===== src/hdl/can_bitrate_autodetect_scanner_core_defines.svh =====
// ----------------------------------------------------------------------------
// Scanner assertion macros
// Shared concurrent assertion helpers, clocked on clk_i and idle in reset.
// ----------------------------------------------------------------------------
`ifndef CAN_BITRATE_AUTODETECT_SCANNER_CORE_DEFINES_SVH
`define CAN_BITRATE_AUTODETECT_SCANNER_CORE_DEFINES_SVH

// Same-cycle implication.
`define CBAS_ASSERT_NOW(lbl, ante, cons, msg) \
  lbl: assert property (@(posedge clk_i) disable iff (!rst_ni) (ante) |-> (cons)) \
    else $error(msg);

// Next-cycle implication.
`define CBAS_ASSERT_NEXT(lbl, ante, cons, msg) \
  lbl: assert property (@(posedge clk_i) disable iff (!rst_ni) (ante) |=> (cons)) \
    else $error(msg);

`endif


===== src/hdl/cbas_pkg.sv =====
// ----------------------------------------------------------------------------
// Bitrate scanner package
// Request and result codes, register indexes and the probe order table.
// ----------------------------------------------------------------------------
package cbas_pkg;

  localparam int unsigned CfgIdxW   = 1;
  localparam int unsigned CfgDataW  = 16;
  localparam int unsigned NumSteps  = 8;
  localparam int unsigned StepW     = $clog2(NumSteps);

  localparam logic [CfgIdxW-1:0] CfgDwellMs   = 1'd0;
  localparam logic [CfgIdxW-1:0] CfgMinFrames = 1'd1;

  localparam logic [15:0] DwellReset     = 16'd250;
  localparam logic [7:0]  MinFramesReset = 8'd2;
  localparam logic [15:0] DwellMax       = 16'hFFFF;
  localparam logic [7:0]  FrameMax       = 8'd255;

  typedef enum logic [1:0] {
    ReqStart  = 2'd0,
    ReqCancel = 2'd1,
    ReqFrame  = 2'd2,
    ReqTick   = 2'd3
  } req_e;

  typedef enum logic [2:0] {
    KindProbe   = 3'd0,
    KindFound   = 3'd1,
    KindFailed  = 3'd2,
    KindRefused = 3'd3,
    KindCancel  = 3'd4
  } kind_e;

  // Probe order: 6, 4, 5, 8, 3, 2, 1, 0.
  function automatic logic [3:0] probe_code(input logic [StepW-1:0] step);
    logic [3:0] code;
    case (step)
      3'd0:    code = 4'd6;
      3'd1:    code = 4'd4;
      3'd2:    code = 4'd5;
      3'd3:    code = 4'd8;
      3'd4:    code = 4'd3;
      3'd5:    code = 4'd2;
      3'd6:    code = 4'd1;
      default: code = 4'd0;
    endcase
    return code;
  endfunction

endpackage


===== src/hdl/can_bitrate_autodetect_scanner_core.sv =====
// ----------------------------------------------------------------------------
// CAN bitrate scanner core
// Event-driven probe of eight bitrate codes with frame scoring per dwell.
// ----------------------------------------------------------------------------
// Takes one event transaction per cycle while the input is not stalled. Each
// transaction is captured in an input register, the scan state is updated by
// one pass of compare and increment logic, and the result (if any) lands in an
// output register. Throughput is one event per clock while results are taken,
// limited only by the single-pass update; the input side keeps accepting while a
// result waits, and stalls only when both registers are full. Write dwell_ms
// (index 0) and min_frames (index 1) while no scan is running.
module can_bitrate_autodetect_scanner_core (
  input  logic                            clk_i,
  input  logic                            rst_ni,
  input  logic                            cfg_we_i,
  input  logic [cbas_pkg::CfgIdxW-1:0]    cfg_index_i,
  input  logic [cbas_pkg::CfgDataW-1:0]   cfg_data_i,
  input  logic                            in_valid_i,
  output logic                            in_ready_o,
  input  logic [1:0]                      req_type_i,
  input  logic                            bus_error_i,
  input  logic                            channel_open_i,
  output logic                            out_valid_o,
  input  logic                            out_ready_i,
  output logic [2:0]                      result_kind_o,
  output logic [3:0]                      bitrate_code_o
);
  import cbas_pkg::*;

`include "can_bitrate_autodetect_scanner_core_defines.svh"

  // configuration
  logic [15:0] dwell_ms_q;
  logic [7:0]  min_frames_q;

  // input register
  logic        in_valid_q;
  req_e        req_type_q;
  logic        bus_error_q;
  logic        channel_open_q;

  // scan state
  logic             scan_active_q, scan_active_d;
  logic [StepW-1:0] step_index_q, step_index_d;
  logic [15:0]      dwell_count_q, dwell_count_d;
  logic [7:0]       frame_count_q, frame_count_d;
  logic [8:0]       lead_score_q, lead_score_d;
  logic [3:0]       lead_code_q, lead_code_d;

  // output register
  logic        out_valid_q;
  kind_e       kind_q;
  logic [3:0]  code_q;

  logic        res_valid;
  kind_e       res_kind;
  logic [3:0]  res_code;

  logic        proc;
  logic        in_accept;
  logic [15:0] dwell_inc;
  logic [8:0]  score;
  logic        dwell_done;

  assign proc       = in_valid_q && (!out_valid_q || out_ready_i);
  assign in_ready_o = !in_valid_q || proc;
  assign in_accept  = in_valid_i && in_ready_o;

  assign dwell_inc  = (dwell_count_q == DwellMax) ? dwell_count_q : dwell_count_q + 16'd1;
  assign dwell_done = dwell_inc >= dwell_ms_q;
  assign score      = {!bus_error_q, frame_count_q};

  always_comb begin
    scan_active_d = scan_active_q;
    step_index_d  = step_index_q;
    dwell_count_d = dwell_count_q;
    frame_count_d = frame_count_q;
    lead_score_d  = lead_score_q;
    lead_code_d   = lead_code_q;
    res_valid     = 1'b0;
    res_kind      = KindProbe;
    res_code      = 4'd0;
    case (req_type_q)
      ReqStart: begin
        res_valid = 1'b1;
        if (channel_open_q || scan_active_q) begin
          res_kind = KindRefused;
        end else begin
          scan_active_d = 1'b1;
          step_index_d  = '0;
          dwell_count_d = '0;
          frame_count_d = '0;
          lead_score_d  = '0;
          lead_code_d   = '0;
          res_code      = probe_code('0);
        end
      end
      ReqCancel: begin
        scan_active_d = 1'b0;
        step_index_d  = '0;
        dwell_count_d = '0;
        frame_count_d = '0;
        lead_score_d  = '0;
        lead_code_d   = '0;
        res_valid     = 1'b1;
        res_kind      = KindCancel;
      end
      ReqFrame: begin
        if (scan_active_q && frame_count_q != FrameMax) begin
          frame_count_d = frame_count_q + 8'd1;
        end
      end
      ReqTick: begin
        if (scan_active_q) begin
          dwell_count_d = dwell_inc;
          if (dwell_done) begin
            res_valid = 1'b1;
            if (frame_count_q >= min_frames_q && score > lead_score_q) begin
              lead_score_d = score;
              lead_code_d  = probe_code(step_index_q);
            end
            if (step_index_q != StepW'(NumSteps - 1)) begin
              // advance to the next candidate
              step_index_d  = step_index_q + StepW'(1);
              frame_count_d = '0;
              dwell_count_d = '0;
              res_code      = probe_code(step_index_q + StepW'(1));
            end else begin
              scan_active_d = 1'b0;
              step_index_d  = '0;
              if (lead_score_d != '0) begin
                res_kind = KindFound;
                res_code = lead_code_d;
              end else begin
                res_kind = KindFailed;
              end
            end
          end
        end
      end
      default: ;
    endcase
  end

  always_ff @(posedge clk_i or negedge rst_ni) begin
    if (!rst_ni) begin
      dwell_ms_q     <= DwellReset;
      min_frames_q   <= MinFramesReset;
      in_valid_q     <= 1'b0;
      out_valid_q    <= 1'b0;
      scan_active_q  <= 1'b0;
      step_index_q   <= '0;
      dwell_count_q  <= '0;
      frame_count_q  <= '0;
      lead_score_q   <= '0;
      lead_code_q    <= '0;
    end else begin
      if (cfg_we_i) begin
        case (cfg_index_i)
          CfgDwellMs:   dwell_ms_q   <= cfg_data_i;
          CfgMinFrames: min_frames_q <= cfg_data_i[7:0];
          default: ;
        endcase
      end
      if (in_accept) begin
        in_valid_q <= 1'b1;
      end else if (proc) begin
        in_valid_q <= 1'b0;
      end
      if (proc) begin
        out_valid_q   <= res_valid;
        scan_active_q <= scan_active_d;
        step_index_q  <= step_index_d;
        dwell_count_q <= dwell_count_d;
        frame_count_q <= frame_count_d;
        lead_score_q  <= lead_score_d;
        lead_code_q   <= lead_code_d;
      end else if (out_ready_i) begin
        out_valid_q <= 1'b0;
      end
    end
  end

  // payload registers
  always_ff @(posedge clk_i) begin
    if (in_accept) begin
      req_type_q     <= req_e'(req_type_i);
      bus_error_q    <= bus_error_i;
      channel_open_q <= channel_open_i;
    end
    if (proc && res_valid) begin
      kind_q <= res_kind;
      code_q <= res_code;
    end
  end

  assign out_valid_o    = out_valid_q;
  assign result_kind_o  = kind_q;
  assign bitrate_code_o = code_q;

  `CBAS_ASSERT_NOW(a_idle_step_zero, !scan_active_q, step_index_q == '0, "idle scanner holds a step")
  `CBAS_ASSERT_NOW(a_stall_only_full, !in_ready_o, in_valid_q && out_valid_q && !out_ready_i, "input stalled with room")
  `CBAS_ASSERT_NEXT(a_busy_start_refused, proc && req_type_q == ReqStart && scan_active_q, out_valid_q && kind_q == KindRefused, "start during scan not refused")
  `CBAS_ASSERT_NEXT(a_cancel_stops, proc && req_type_q == ReqCancel, !scan_active_q && out_valid_q && kind_q == KindCancel, "cancel left scan running")
  `CBAS_ASSERT_NEXT(a_probe_while_active, proc && res_valid && res_kind == KindProbe, scan_active_q, "probe reported with scan stopped")

endmodule

===== config.mk =====
export PLATFORM = sky130hd
export DESIGN_NAME = can_bitrate_autodetect_scanner_core
export DESIGN_NICKNAME = d
export VERILOG_FILES = /design/src/hdl/cbas_pkg.sv /design/src/hdl/can_bitrate_autodetect_scanner_core.sv
export VERILOG_INCLUDE_DIRS = /design/src /design/src/hdl
export SDC_FILE = /design/constraint.sdc
export NUM_CORES = 1
export LEC_CHECK = 0
export ABC_CLOCK_PERIOD_IN_PS = 10600
export BUFFER_PORTS_ARGS = -buffer_cell sky130_fd_sc_hd__buf_2
export CORE_AREA = 2 2 124 126
export DETAILED_ROUTE_END_ITERATION = 6
export DIE_AREA = 0 0 126 128
export GPL_TIMING_DRIVEN = 0
export PLACE_DENSITY = 0.46
export SETUP_SLACK_MARGIN = 0.2
export SLEW_MARGIN = 0
export SYNTH_ARGS = -nofsm -noshare
export SYNTH_HDL_FRONTEND = slang
export SYNTH_SLANG_ARGS = --single-unit

===== constraint.sdc =====
create_clock -name clk_i -period 10.6 [get_ports clk_i]
set_input_delay 1.59 -clock clk_i [delete_from_list [all_inputs] [get_ports clk_i]]
set_output_delay 1.59 -clock clk_i [all_outputs]
set_load 0.05 [all_outputs]

==> results summary <==
The met1 demand-to-capacity share in global routing is 0.200. The post-synthesis net count is 608. The post-detailed-route wirelength per cell is 15.8 um. The most used flip-flop cell after synthesis is sky130_fd_sc_hd__dfrtp_1.

The synthesized design spends more area on one cell type than any other, namely sky130_fd_sc_hd__dfrtp_1. The via count is 3948. In this run the static leakage power is 2.63 nW. Of the total power, the clock network draws 0.390. The critical path starts at dwell_count_q[0]. STA puts the critical path data required time at 10580 ps.

The die extent in x is 126 um. The remaining global-route overflow came out at 0. For this run, design rule violations remaining after detail routing come to 0. In the final design database the tool counted 654 nets. After synthesis, the most frequently instantiated cells are sky130_fd_sc_hd__dfrtp_1 (60), sky130_fd_sc_hd__nand2_1 (57), sky130_fd_sc_hd__ha_1 (50). The final critical delay including setup and external delays came out at 4650 ps. Summing all flip-flop and latch instances after layout gives 2020 um^2. The post-CTS resize count came out at 0. The diode insertion count for antenna repair is 0. The met2 usage is 0.274. The startpoint identified for the worst hold timing path is lead_code_q[0].

The number of setup violations in the final report came out at 0. The clock insertion delay at the later pin of the skew report is 350 ps. Timing would allow up to 215 MHz. The wire length of the first global-routing pass is 20.1 mm.

The total global-route track usage came out at 0.159. met2 is the most crowded layer. The number of synthesized flops with an enable pin is 11. The maximum number of pins on one net before global-route repair came out at 47. For this block, the routed nets add up to 12.2 mm of wire. The sequential share of power is 0.436. The share of the yosys chip area belonging to registers is 0.399. The worst setup path is launched from a flop. The number of rows in the core area came out at 45. The worst register-to-register path begins at dwell_count_q[0].

The number of top-level pins came out at 35. The relative max-transition margin is 0.509. Counting both buffers and inverters, the worst setup path holds a total of 0.

The share of cells above drive strength 1 is 0.165. The internal power of the cells came out at 0.571 mW. The met3 usage is 0.0413. The total negative setup slack is 0 ps. The post-route antenna net violation count is 0. The worst voltage drop across the vdd grid came out at 0.0783 mV.

The portion of synthesized cell area occupied by the leading cell type came out at 0.297. The highest cell delay on the worst timing path came out at 520 ps. After clock tree synthesis, the clock-pin slew on the worst setup and hold paths is 60 ps.

For the pin with the worst max-slew slack, the measured transition is 727 ps. The worst setup timing slack at the placement stage came out at 6020 ps. The buffer depth of the longest clock path is 2. The via density per instance is 5.12. The post-synthesis register bit count came out at 78. Of the total power, combinational logic draws 0.174.

The average instance in the mapped netlist occupies 9.49 um^2. At the end of the flow the core is filled with cells to 0.388. The number of setup buffers added after CTS came out at 0. The power density relative to cell area came out at 139 nW/um^2. The number of buffers added by the clock tree synthesis step came out at 9.

The worst setup path is of the reg2reg kind. Yosys printed 0 warnings. The number of global-route vias before repair came out at 3882. The number of fillers in the final layout is 1529. The TritonCTS clock tree is yes. The total number of clock tree sinks is 78. The buffer cell driving the clock tree root is sky130_fd_sc_hd__clkbuf_16. The number of design-rule violations left by the first detailed-router iteration came out at 274. The detailed-placement wirelength estimate is 9.25 mm. The final setup skew is 11.9 ps. The ratio of final minimum period to clock period is 0.438. In this run the worst hold path is classified as reg2reg.

The sort of element at the end of the critical path is a flop. The count of different cell masters after synthesis is 68. The congestion estimate from routability-driven global placement came to 0.819.

The flow ran to the end, and the final reports show no timing, DRC or antenna violations. The area of the multi-input gates came out at 2790 um^2. The worst-case setup margin in the final layout is 5950 ps. The initial standard-cell utilization of the core is 0.340. The pre-antenna-repair detailed-routing pass consisted of 4 iterations. The final hold violation count came out at 0. The share of async-settable or async-resettable flops after synthesis is 0.859.

The floorplan die area is 16100 um^2. The arrival time at the worst endpoint is 4620 ps. The die boundary height is 128 um. The max-slew violation count is 0. For this design, the CTS-stage hold fixing added 0 buffers. In this run the standard cell core region covers 14900 um^2. Walking the worst path, the cells encountered are ha_1 > nand3_4 > nor4_2 > nand4_2 > nand2b_2 > nor3_1 > xor2_1 > ha_1 > a211oi_2 > o21ai_1 > nand2_1 > a211oi_2 > o21bai_2 > a211o_1 > nor2_1. After synthesis the cells add up to 5050 um^2. Of the total power, the share spent switching nets is 0.286.

The net switching power is 0.229 mW. Yosys instantiated no cell more often than sky130_fd_sc_hd__dfrtp_1. The H-tree was split into 3 levels. The number of antenna violations at the first check in global routing came out at 0.

The slowest stage of the critical path is the sky130_fd_sc_hd__nor2_1 cell. The port buffer count came out at 34. Sorting the synthesized cells by area gives the leading types as sky130_fd_sc_hd__dfrtp_1 (30%), sky130_fd_sc_hd__ha_1 (12%), sky130_fd_sc_hd__edfxtp_1 (6.5%). Along the worst path, the maximum fanout reaches 7. Setup repair after global routing left no endpoint under its margin. The count of maximum capacitance violations came out at 0. Synthesis handed over a netlist of 532 instances. The area growth from synthesis to layout is 14.4%. Grouping stages by cell kind, the critical path spends the most delay in simple AND/OR/NAND/NOR gates.
per-stage QoR:
stage          hold WS (ps)  cells  area, um^2  power, mW
4_1_cts                 502    771        5770      0.813
2_1_floorplan           464    532        5050      0.449
3_5_place_dp            488    755        5480      0.495
5_1_grt                 506    771        5770      0.847
6_report                507    771        5770      0.800
3_3_place_gp            484    754        5450      0.491
power groups by stage:
stage               clock, mW  sequential [mW]  combinational, mW
finish                  0.312            0.349              0.139
global route            0.337            0.352              0.159
CTS                     0.323            0.349              0.142
detailed placement          0            0.354              0.141
global placement            0            0.354              0.137
floorplan                   0            0.355             0.0940
per-layer routing:
metal  routed length [um]  vias up  part of all wire
met2                 6080       35              0.50
met1                 5650     1907              0.46
met3                  307        9             0.025
li1                     -     1997                 -
met4                  114        0            0.0094
met5                    0        -                 0
flip-flops by register name, summed over array words and instances, names as in the netlist, 4 cells and up:
name and flops:
bitrate_code_o 4, dwell_count_q 16, dwell_ms_q 16, frame_count_q 8
lead_code_q 4, lead_score_q 9, min_frames_q 8
logic make-up (layout without fill, tap and decap cells):
logic type	Yosys count	count (layout)	synth area share
DFF	78	78	0.399
muxes	13	13	0.0290
adders and majority gates	50	50	0.124
buffers and inverters	59	110	0.0478
AOI/OAI and AO/OA	140	140	0.192
and+or+nand+nor	175	175	0.179
xor gates and xnor gates	17	17	0.0295
final timing paths:
kind | endpoint | slack, ps | cells after the start
max | bitrate_code_o[0] | 5950 | 15
min | lead_code_q[0] | 510 | 1
max reg2reg | bitrate_code_o[0] | 5950 | 15
min reg2reg | lead_code_q[0] | 510 | 1
max in group asynchronous | dwell_ms_q[5] | 8850 | 2
min in group asynchronous | lead_score_q[4] | 1140 | 1
layout by cell type, fill, tap and decap left out, types with 3 or more instances in the layout:
cell	netlist	layout
sky130_fd_sc_hd__a21o_1	11	11
sky130_fd_sc_hd__a21oi_1	27	27
sky130_fd_sc_hd__a21oi_2	3	3
sky130_fd_sc_hd__a22o_1	16	16
sky130_fd_sc_hd__a31oi_1	8	8
sky130_fd_sc_hd__and3_1	6	6
sky130_fd_sc_hd__buf_2	4	37
sky130_fd_sc_hd__clkbuf_1	7	11
sky130_fd_sc_hd__clkbuf_16	0	9
sky130_fd_sc_hd__dfrtp_1	60	60
sky130_fd_sc_hd__dfstp_2	7	7
sky130_fd_sc_hd__edfxtp_1	11	11
sky130_fd_sc_hd__ha_1	50	50
sky130_fd_sc_hd__inv_1	45	45
sky130_fd_sc_hd__mux2_2	13	13
sky130_fd_sc_hd__nand2_1	57	57
sky130_fd_sc_hd__nand2b_1	4	4
sky130_fd_sc_hd__nand3_1	17	17
sky130_fd_sc_hd__nand4_1	8	8
sky130_fd_sc_hd__nor2_1	42	42
sky130_fd_sc_hd__nor2b_1	6	6
sky130_fd_sc_hd__nor3_1	8	8
sky130_fd_sc_hd__nor3b_1	4	4
sky130_fd_sc_hd__nor4_1	3	3
sky130_fd_sc_hd__o21a_1	3	3
sky130_fd_sc_hd__o21ai_0	37	37
sky130_fd_sc_hd__o21ai_1	7	7
sky130_fd_sc_hd__xnor2_1	4	4
sky130_fd_sc_hd__xor2_1	13	13
final cells by class:
| class | instances | area share |
|---|---|---|
| timing repair buffer | 35 | 0.0347 |
| clock inverter | 2 | 0.00607 |
| multi-input combinational | 395 | 0.483 |
| inverter | 45 | 0.0293 |
| buffer | 14 | 0.0126 |
| tap | 188 | 0.0408 |
| clock buffer | 14 | 0.0440 |
| sequential | 78 | 0.349 |
No activity file was read; power rests on OpenSTA's default activity.
